<file path="src/lkvc_pkg.sv">
// ----------------------------------------------------------------------------
// lkvc_pkg: shared types and constants for the LRU key/value cache
// Beat formats, the token that walks the cell chain, and the sequencer states.
// ----------------------------------------------------------------------------
package lkvc_pkg;

	localparam int ENTRIES_DEFAULT = 16;
	localparam int KEY_W           = 32;
	localparam int VAL_W           = 32;
	localparam int CAP_W           = 5;

	localparam logic [CAP_W-1:0] CAP_RESET = 5'd16;
	localparam logic [VAL_W-1:0] READ_MISS = '1;

	localparam logic OP_GET = 1'b0;
	localparam logic OP_SET = 1'b1;

	typedef struct packed {
		logic                    opcode;
		logic signed [KEY_W-1:0] key;
		logic signed [VAL_W-1:0] value;
	} in_beat_t;

	typedef struct packed {
		logic                    found;
		logic signed [VAL_W-1:0] read_value;
	} out_beat_t;

	// Request traveling down the chain, one cell per cycle.
	typedef struct packed {
		logic             active;
		logic             is_set;
		logic             done;
		logic             grow_ok;
		logic             grew;
		logic             found;
		logic [KEY_W-1:0] key;
		logic [KEY_W-1:0] carry_key;
		logic [VAL_W-1:0] carry_value;
		logic [VAL_W-1:0] rd_value;
	} token_t;

	typedef enum logic {
		ST_IDLE,
		ST_WALK
	} state_t;

endpackage

</file>
<file path="src/lkvc_cell.sv">
// ----------------------------------------------------------------------------
// lkvc_cell: one slot of the recency-ordered chain
// Holds one key/value entry, registers the token from its left neighbor,
// acts on it and hands it (with any displaced entry) to the right neighbor.
// ----------------------------------------------------------------------------
module lkvc_cell (
	input  logic            clk,
	input  logic            arst_n,
	input  lkvc_pkg::token_t tok_i,
	output lkvc_pkg::token_t tok_o
);

	lkvc_pkg::token_t                 tok_q;
	logic                             act_q;
	logic                             valid_q;
	logic [lkvc_pkg::KEY_W-1:0]       key_q;
	logic [lkvc_pkg::VAL_W-1:0]       value_q;

	logic hit;
	logic live;
	logic wr_en;
	logic grow;

	always_ff @(posedge clk or negedge arst_n) begin
		if (!arst_n) begin
			act_q <= 1'b0;
		end else begin
			act_q <= tok_i.active;
		end
	end

	always_ff @(posedge clk) begin
		tok_q <= tok_i;
	end

	always_comb begin
		hit   = valid_q && (key_q == tok_q.key);
		live  = act_q && !tok_q.done;
		wr_en = 1'b0;
		grow  = 1'b0;
		tok_o        = tok_q;
		tok_o.active = act_q;
		if (live) begin
			if (tok_q.is_set) begin
				if (hit) begin
					// land the displaced entry over the old copy of the key
					wr_en      = 1'b1;
					tok_o.done = 1'b1;
				end else if (valid_q) begin
					// take the carried entry, pass ours one place older
					wr_en             = 1'b1;
					tok_o.carry_key   = key_q;
					tok_o.carry_value = value_q;
				end else begin
					// first empty slot: grow here or drop the oldest entry
					wr_en      = tok_q.grow_ok;
					grow       = tok_q.grow_ok;
					tok_o.grew = tok_q.grow_ok;
					tok_o.done = 1'b1;
				end
			end else begin
				if (hit) begin
					tok_o.found    = 1'b1;
					tok_o.rd_value = value_q;
					tok_o.done     = 1'b1;
				end else if (!valid_q) begin
					tok_o.done = 1'b1;
				end
			end
		end
	end

	always_ff @(posedge clk or negedge arst_n) begin
		if (!arst_n) begin
			valid_q <= 1'b0;
		end else if (grow) begin
			valid_q <= 1'b1;
		end
	end

	always_ff @(posedge clk) begin
		if (wr_en) begin
			key_q   <= tok_q.carry_key;
			value_q <= tok_q.carry_value;
		end
	end

endmodule

</file>
<file path="src/lru_key_value_cache_core.sv">
// ----------------------------------------------------------------------------
// lru_key_value_cache_core: fully associative key/value cache, LRU by set
// Entries sit in a chain of cells ordered by recency, most recent at cell 0.
// A request walks the chain as a token; a set shifts entries one place older
// up to the hit slot, the first empty slot, or off the end (eviction).
// ----------------------------------------------------------------------------
//
//  channel | beat          | handshake           | direction
//  --------+---------------+---------------------+----------
//  in      | in_beat_t     | in_valid / in_stall  | into core
//  out     | out_beat_t    | out_valid / out_stall| out of core
//  cfg     | capacity, 5 b | cfg_wr_en            | into core
//
//  One request at a time: the token walks the chain one cell per cycle, and
//  a new request is taken only once the sequencer has returned to idle after
//  the token leaves the last cell.
//  A get result appears on out the cycle after the token leaves the last cell.
//  Reset clears all valid marks, the entry count and the sequencer; capacity
//  resets to 16.
//  A waiting result does not block a new beat if it drains in the same cycle.
//
module lru_key_value_cache_core #(
	parameter int ENTRIES = lkvc_pkg::ENTRIES_DEFAULT
) (
	input  logic                          clk,
	input  logic                          arst_n,
	input  logic                          in_valid,
	output logic                          in_stall,
	input  lkvc_pkg::in_beat_t            in_beat,
	output logic                          out_valid,
	input  logic                          out_stall,
	output lkvc_pkg::out_beat_t           out_beat,
	input  logic                          cfg_wr_en,
	input  logic [lkvc_pkg::CAP_W-1:0]    cfg_wr_data
);

	localparam int CNT_W = $clog2(ENTRIES + 1);
	localparam int CMP_W = (CNT_W > lkvc_pkg::CAP_W) ? CNT_W : lkvc_pkg::CAP_W;

	lkvc_pkg::state_t state_q, state_d;

	logic [lkvc_pkg::CAP_W-1:0] capacity_q;
	logic [CNT_W-1:0]           count_q;
	logic                       out_valid_q;
	lkvc_pkg::out_beat_t        out_beat_q;

	logic in_accept;
	logic out_take;
	logic grow_ok;
	logic cap_zero;

	lkvc_pkg::token_t launch;
	lkvc_pkg::token_t tok_link [ENTRIES+1];
	lkvc_pkg::token_t tok_exit;

	// capacity register
	always_ff @(posedge clk or negedge arst_n) begin
		if (!arst_n) begin
			capacity_q <= lkvc_pkg::CAP_RESET;
		end else if (cfg_wr_en) begin
			capacity_q <= cfg_wr_data;
		end
	end

	// sequencer: next state
	always_comb begin
		state_d = state_q;
		unique case (state_q)
			lkvc_pkg::ST_IDLE: begin
				if (in_accept) state_d = lkvc_pkg::ST_WALK;
			end
			lkvc_pkg::ST_WALK: begin
				if (tok_exit.active) state_d = lkvc_pkg::ST_IDLE;
			end
			default: state_d = lkvc_pkg::ST_IDLE;
		endcase
	end

	// sequencer: outputs; take a beat only when the chain is empty and the
	// result slot is free by the time this request could come out
	always_comb begin
		unique case (state_q)
			lkvc_pkg::ST_IDLE: in_stall = out_valid_q && out_stall;
			lkvc_pkg::ST_WALK: in_stall = 1'b1;
			default:           in_stall = 1'b1;
		endcase
	end

	always_ff @(posedge clk or negedge arst_n) begin
		if (!arst_n) begin
			state_q <= lkvc_pkg::ST_IDLE;
		end else begin
			state_q <= state_d;
		end
	end

	assign in_accept = in_valid && !in_stall;
	assign out_take  = out_valid_q && !out_stall;

	// a new key may grow the store only below min(capacity, ENTRIES)
	assign grow_ok  = (CMP_W'(count_q) < CMP_W'(capacity_q))
	               && (count_q < CNT_W'(ENTRIES));
	assign cap_zero = (capacity_q == '0);

	always_comb begin
		launch             = '0;
		launch.active      = in_accept;
		launch.is_set      = (in_beat.opcode == lkvc_pkg::OP_SET);
		// with capacity zero a set passes through with no effect
		launch.done        = (in_beat.opcode == lkvc_pkg::OP_SET) && cap_zero;
		launch.grow_ok     = grow_ok;
		launch.key         = in_beat.key;
		launch.carry_key   = in_beat.key;
		launch.carry_value = in_beat.value;
		launch.rd_value    = lkvc_pkg::READ_MISS;
	end

	assign tok_link[0] = launch;

	for (genvar i = 0; i < ENTRIES; i++) begin : g_cell
		lkvc_cell u_cell (
			.clk    (clk),
			.arst_n (arst_n),
			.tok_i  (tok_link[i]),
			.tok_o  (tok_link[i+1])
		);
	end

	assign tok_exit = tok_link[ENTRIES];

	// entry count: advance when a set filled an empty slot
	always_ff @(posedge clk or negedge arst_n) begin
		if (!arst_n) begin
			count_q <= '0;
		end else if (tok_exit.active && tok_exit.is_set && tok_exit.grew) begin
			count_q <= count_q + CNT_W'(1);
		end
	end

	// result register: load a get result as it leaves the chain, drop on take
	always_ff @(posedge clk or negedge arst_n) begin
		if (!arst_n) begin
			out_valid_q <= 1'b0;
		end else if (tok_exit.active && !tok_exit.is_set) begin
			out_valid_q <= 1'b1;
		end else if (out_take) begin
			out_valid_q <= 1'b0;
		end
	end

	always_ff @(posedge clk) begin
		if (tok_exit.active && !tok_exit.is_set) begin
			out_beat_q.found      <= tok_exit.found;
			out_beat_q.read_value <= tok_exit.rd_value;
		end
	end

	assign out_valid = out_valid_q;
	assign out_beat  = out_beat_q;

	// a leaving get result never lands on an untaken one
	a_no_overwrite: assert property (@(posedge clk) disable iff (!arst_n)
		(tok_exit.active && !tok_exit.is_set) |-> !out_valid_q)
		else $error("get result overwrote a pending result");

	// a token leaves the chain only while a request is walking
	a_exit_in_walk: assert property (@(posedge clk) disable iff (!arst_n)
		tok_exit.active |-> (state_q == lkvc_pkg::ST_WALK))
		else $error("token left the chain with no request in flight");

	// an accepted beat reaches the chain end once it has passed all ENTRIES cells
	a_exit_timing: assert property (@(posedge clk) disable iff (!arst_n)
		in_accept |-> ##ENTRIES tok_exit.active)
		else $error("token did not reach the chain end on time");

	// the store never holds more than its slots
	a_count_bound: assert property (@(posedge clk) disable iff (!arst_n)
		count_q <= CNT_W'(ENTRIES))
		else $error("entry count beyond slot count");

endmodule

</file>
<file path="config.mk">
export PLATFORM = sky130hd
export DESIGN_NAME = lru_key_value_cache_core
export DESIGN_NICKNAME = d
export VERILOG_FILES = /design/src/lkvc_pkg.sv /design/src/lkvc_cell.sv /design/src/lru_key_value_cache_core.sv
export SDC_FILE = /design/constraint.sdc
export NUM_CORES = 2
export LEC_CHECK = 0
export ABC_CLOCK_PERIOD_IN_PS = 10900
export BUFFER_PORTS_ARGS = -buffer_cell sky130_fd_sc_hd__buf_2
export CAP_MARGIN = 30
export CELL_PAD_IN_SITES_DETAIL_PLACEMENT = 1
export CELL_PAD_IN_SITES_GLOBAL_PLACEMENT = 1
export CORE_MARGIN = 3
export CORE_UTILIZATION = 58
export DETAILED_ROUTE_END_ITERATION = 10
export PLACE_DENSITY = 0.81
export SYNTH_ARGS = -nofsm -noshare
export SYNTH_HDL_FRONTEND = slang
export SYNTH_SLANG_ARGS = --single-unit
</file>
<file path="constraint.sdc">
create_clock -name clk -period 10.9 [get_ports clk]
set_clock_uncertainty 0.2 [all_clocks]
set_input_delay 1.09 -clock clk [delete_from_list [all_inputs] [get_ports clk]]
set_output_delay 1.09 -clock clk [all_outputs]
set_load 0.01 [all_outputs]
</file>
==> results.py <==
metrics = {
    "status": {
        "outcome": "complete, no violations",
    },
    "final_layout": {
        "layout.nets": 6132,
        "drive_above_1_share": 0.330,
        "design_area_um2": 112000,
        "syn_to_final_growth_pct": 13.8,
        "final_cells": 8498,
        "n_fill_cell": 13900,
    },
    "logic_synthesis": {
        "synth_simple_gate_area_share": 0.0205,
        "synth_cells": 5706,
        "ys_warn_count": 0,
        "synth_top_family_by_area": "multiplexers",
        "synth_cell_types": 39,
        "syn-cell-area_um2": 98500,
        "avgSynthCellArea_um2": 17.3,
        "muxShareOfSynthArea": 0.166,
        "synth.ff_latch_count": 3163,
        "synth_adder_area_share": 0.000635,
        "synth-compound-area-share": 0.00564,
        "syn_nets": 5786,
        "synthXorXnorAreaFrac": 0.0459,
        "synth_seq_area_share": 0.752,
    },
    "clock_tree": {
        "cts_hold_buf": 0,
        "cts.sinks": 3163,
        "cts_tree": "done",
        "cts_buffers": 316,
        "h-tree-depth": 5,
        "cts.path.max_buffers": 4,
        "path_clk_slew_ns": 0.06,
        "cts_resized": 0,
        "post-cts-setup-buffers": 0,
        "root_buffer": "clkbuf_16",
        "clkLatencyLatePin_ns": 0.94,
    },
    "run": {
        "drv_cap": 0,
    },
    "setup_path": {
        "max_stage_delay_ns": 0.90,
        "arrival_ns": 4.22,
        "r2r_start": "g_cell[2].u_cell.key_q[30]$_DFFE_PP_",
        "path_delay_family": "simple AND/OR/NAND/NOR gates",
        "cp.depth": 6,
        "crit_required_ns": 11.47,
        "cpMaxStageDelayCell": "nand3_1",
        "startpoint_type": "register",
        "rrSetupSlack_ns": 7.25,
        "cp-endpoint": "g_cell[3].u_cell.tok_q[24]$_DFF_P_",
        "worstSetupEndpointType": "register",
        "crit_chain": "xnor2_1, nand4_1, nor4_2, nand3_1, buf_4, mux2_2",
        "critical_path_class": "reg -> reg",
        "path_buf_inv": 1,
        "path_max_fanout": 18,
        "rr_worst_depth": 6,
        "cp-startpoint": "g_cell[2].u_cell.key_q[30]$_DFFE_PP_",
        "r2r-end": "g_cell[3].u_cell.tok_q[24]$_DFF_P_",
    },
    "timing": {
        "drv_slew": 0,
        "layout_worst_path_cycle_share": 0.335,
        "period_minus_slack_ns": 3.65,
        "finalSetupViolCount": 0,
        "worst-slew-pin-transition_ns": 1.09,
        "hold_viol_final": 0,
        "clock.fmax_ghz": 0.274,
        "fin_tns_setup_ns": 0,
        "slew_headroom": 0.266,
        "rsz0062_at_grt": "false",
    },
    "power_and_ir_drop": {
        "power_frac_comb": 0.100,
        "finalPower_w": 0.0306,
        "max-vdd-ir-drop_mv": 0.180,
        "seq_power_share": 0.542,
        "internal_power_w": 0.0231,
        "powerDensity_nw_per_um2": 273,
        "switching_share": 0.247,
        "power_leakage_nw": 39.6,
        "pwr-share-clk": 0.358,
        "power.switching_w": 0.00758,
    },
    "grt": {
        "grt_pass1_wl_um": 358000,
        "antenna_found_initial": 3,
        "overflow": 0,
        "grtUsageTotal": 0.269,
        "grt_pass1_vias": 53400,
        "grt_max_degree": 65,
    },
    "placed_design": {
        "routabilityCongestion": 0.804,
        "dp_cells": 7937,
        "port-buffer-count": 109,
        "placed_area_um2": 102000,
        "hpwlAfterDp_um": 128000,
    },
    "floorplanning": {
        "die-area_um2": 175000,
        "die_x_um": 418,
        "core-area_um2": 168000,
        "initial_core_util": 0.587,
        "die_y_um": 418,
        "pin_count": 110,
        "fp-row-count": 150,
    },
    "route": {
        "wire_per_inst_um": 27.4,
        "ant_nets": 0,
        "drt_first_iter_violations": 2986,
        "routed_wl_um": 233000,
        "viasPerCell": 5.50,
        "drc_errors": 0,
        "vias": 46700,
        "first_pass_iters": 8,
    },
    "hold_path": {
        "hp-class": "in -> reg",
    },
}
[Yosys cell counts]
library cell     n  area share
clkbuf_1         7     0.00027
nand2b_1        17      0.0011
dfrtp_1         43       0.011
ha_1             5     0.00063
nor3b_1          1    0.000076
o21bai_1        14      0.0011
nor2_1          45      0.0017
a21o_1           7     0.00053
nand4_1        129      0.0082
a211oi_1         1    0.000076
nand2_1          9     0.00034
a21oi_2          1    0.000089
buf_2          126      0.0064
nor3_1           2     0.00010
a21oi_1         15     0.00076
nor4_2          28      0.0036
o2111a_1         1     0.00011
mux2_2        1345        0.15
edfxtp_1      1057        0.32
and3_1           1    0.000064
mux2_1         111       0.013
and2_1           1    0.000064
inv_1           36      0.0014
nor4_1          17      0.0011
dfstp_2          1     0.00027
a41o_1           1     0.00010
o21ai_0         19     0.00097
nand3_1         17     0.00086
nand3b_1        14      0.0011
or2_2           32      0.0020
buf_6            6     0.00069
a211oi_2        14      0.0018
nor4b_1          2     0.00018
o21a_1           1    0.000076
dfxtp_1       2062        0.42
nand4b_1         1    0.000089
xnor2_1        514       0.046
xor2_1           2     0.00018
a21boi_0         1    0.000076
[final cells by class]
class / count / area (um^2) / share of cell area
Inverter: 36 / 135 / 0.00120
Clock inverter: 102 / 1110 / 0.00987
Multi-Input combinational cell: 2368 / 23800 / 0.212
Sequential cell: 3163 / 74100 / 0.661
Timing Repair Buffer: 167 / 1020 / 0.00913
Clock buffer: 457 / 9210 / 0.0821
Tap cell: 2204 / 2760 / 0.0246
Antenna cell: 1 / 2.50 / 0.0000223
[placed cells by master, fill, tap and decap left out, types with 14 or more instances in the layout]
cell type	instances
nor4_2	28
nand3_1	15
clkbuf_16	330
o21ai_0	19
or2_2	32
nand4_1	129
o21bai_1	14
edfxtp_1	1057
clkbuf_1	80
mux2_2	1345
nor4_1	17
a21oi_1	15
inv_1	36
dfxtp_1	2062
clkinv_2	56
clkbuf_8	47
nand3b_1	14
buf_4	53
dfrtp_1	43
nor2_1	30
mux2_1	111
nor2_4	15
xnor2_1	514
a211oi_4	14
bufinv_16	23
nand2b_1	17
buf_2	109
[flip-flops by register name (all words and copies together) (netlist names), 5 cells and up]
name	cells
g_cell.u_cell.act_q	16
out_beat	33
g_cell.u_cell.tok_q	1518
capacity_q	5
g_cell.u_cell.tok_o	544
g_cell.u_cell.valid_q	16
g_cell.u_cell.value_q	512
count_q	5
g_cell.u_cell.key_q	512
[metrics by stage]
step	util	setup WS [ns]	hold slack (ns)
floorplan	-	6.99	0.144
global placement	0.606	7.59	0.153
detailed placement	0.606	7.38	0.156
CTS	0.668	7.25	0.00669
global route	0.668	7.13	0.0358
finish	0.668	7.25	0.0783
[logic make-up (layout without fill, tap and decap cells)]
| family | after synthesis | after routing |
|---|---|---|
| AO/OA/AOI/OAI | 75 | 75 |
| XOR/XNOR | 516 | 516 |
| AND/OR/NAND/NOR | 316 | 316 |
| buffers and inverters | 175 | 762 |
| other | 0 | 1 |
| adder cells (fa/ha/maj) | 5 | 5 |
| flip-flops | 3163 | 3163 |
| multiplexers | 1456 | 1456 |
[how the worst min path moves through the flow]
stage	startpoint	to	cells after the start
floorplan	g_cell[0].u_cell.tok_o[132]$_DFF_P_	g_cell[1].u_cell.tok_o[132]$_DFF_P_	0
global placement	g_cell[2].u_cell.tok_o[98]$_DFF_P_	g_cell[3].u_cell.tok_o[98]$_DFF_P_	0
detailed placement	g_cell[2].u_cell.tok_o[98]$_DFF_P_	g_cell[3].u_cell.tok_o[98]$_DFF_P_	0
CTS	in_beat[35]	g_cell[0].u_cell.tok_o[99]$_DFF_P_	1
global route	in_beat[36]	g_cell[0].u_cell.tok_o[100]$_DFF_P_	1
finish	in_beat[36]	g_cell[0].u_cell.tok_o[100]$_DFF_P_	1
[worst reg2reg max path, cell delays in order (launching register included)]
cell and delay (ns):
edfxtp_1 0.42, xnor2_1 0.23, nand4_1 0.13, nor4_2 0.75, nand3_1 0.91, buf_4 0.53, mux2_2 0.35
[metal layers]
metal,global-route usage,wire [um],vias up
li1,-,-,21100
met1,0.323,93000,24300
met2,0.495,125000,945
met3,0.0353,6720,402
met4,0.0912,7720,4
met5,0,27,-
[power groups by stage]
stage / sequential (W) / combinational [W] / clock [W]
floorplan: 0.0160 / 0.00219 / 0
global placement: 0.0164 / 0.00269 / 0
detailed placement: 0.0166 / 0.00280 / 0
CTS: 0.0166 / 0.00307 / 0.0112
global route: 0.0168 / 0.00326 / 0.0116
finish: 0.0166 / 0.00306 / 0.0110
Power figures use the tool's default switching activity.
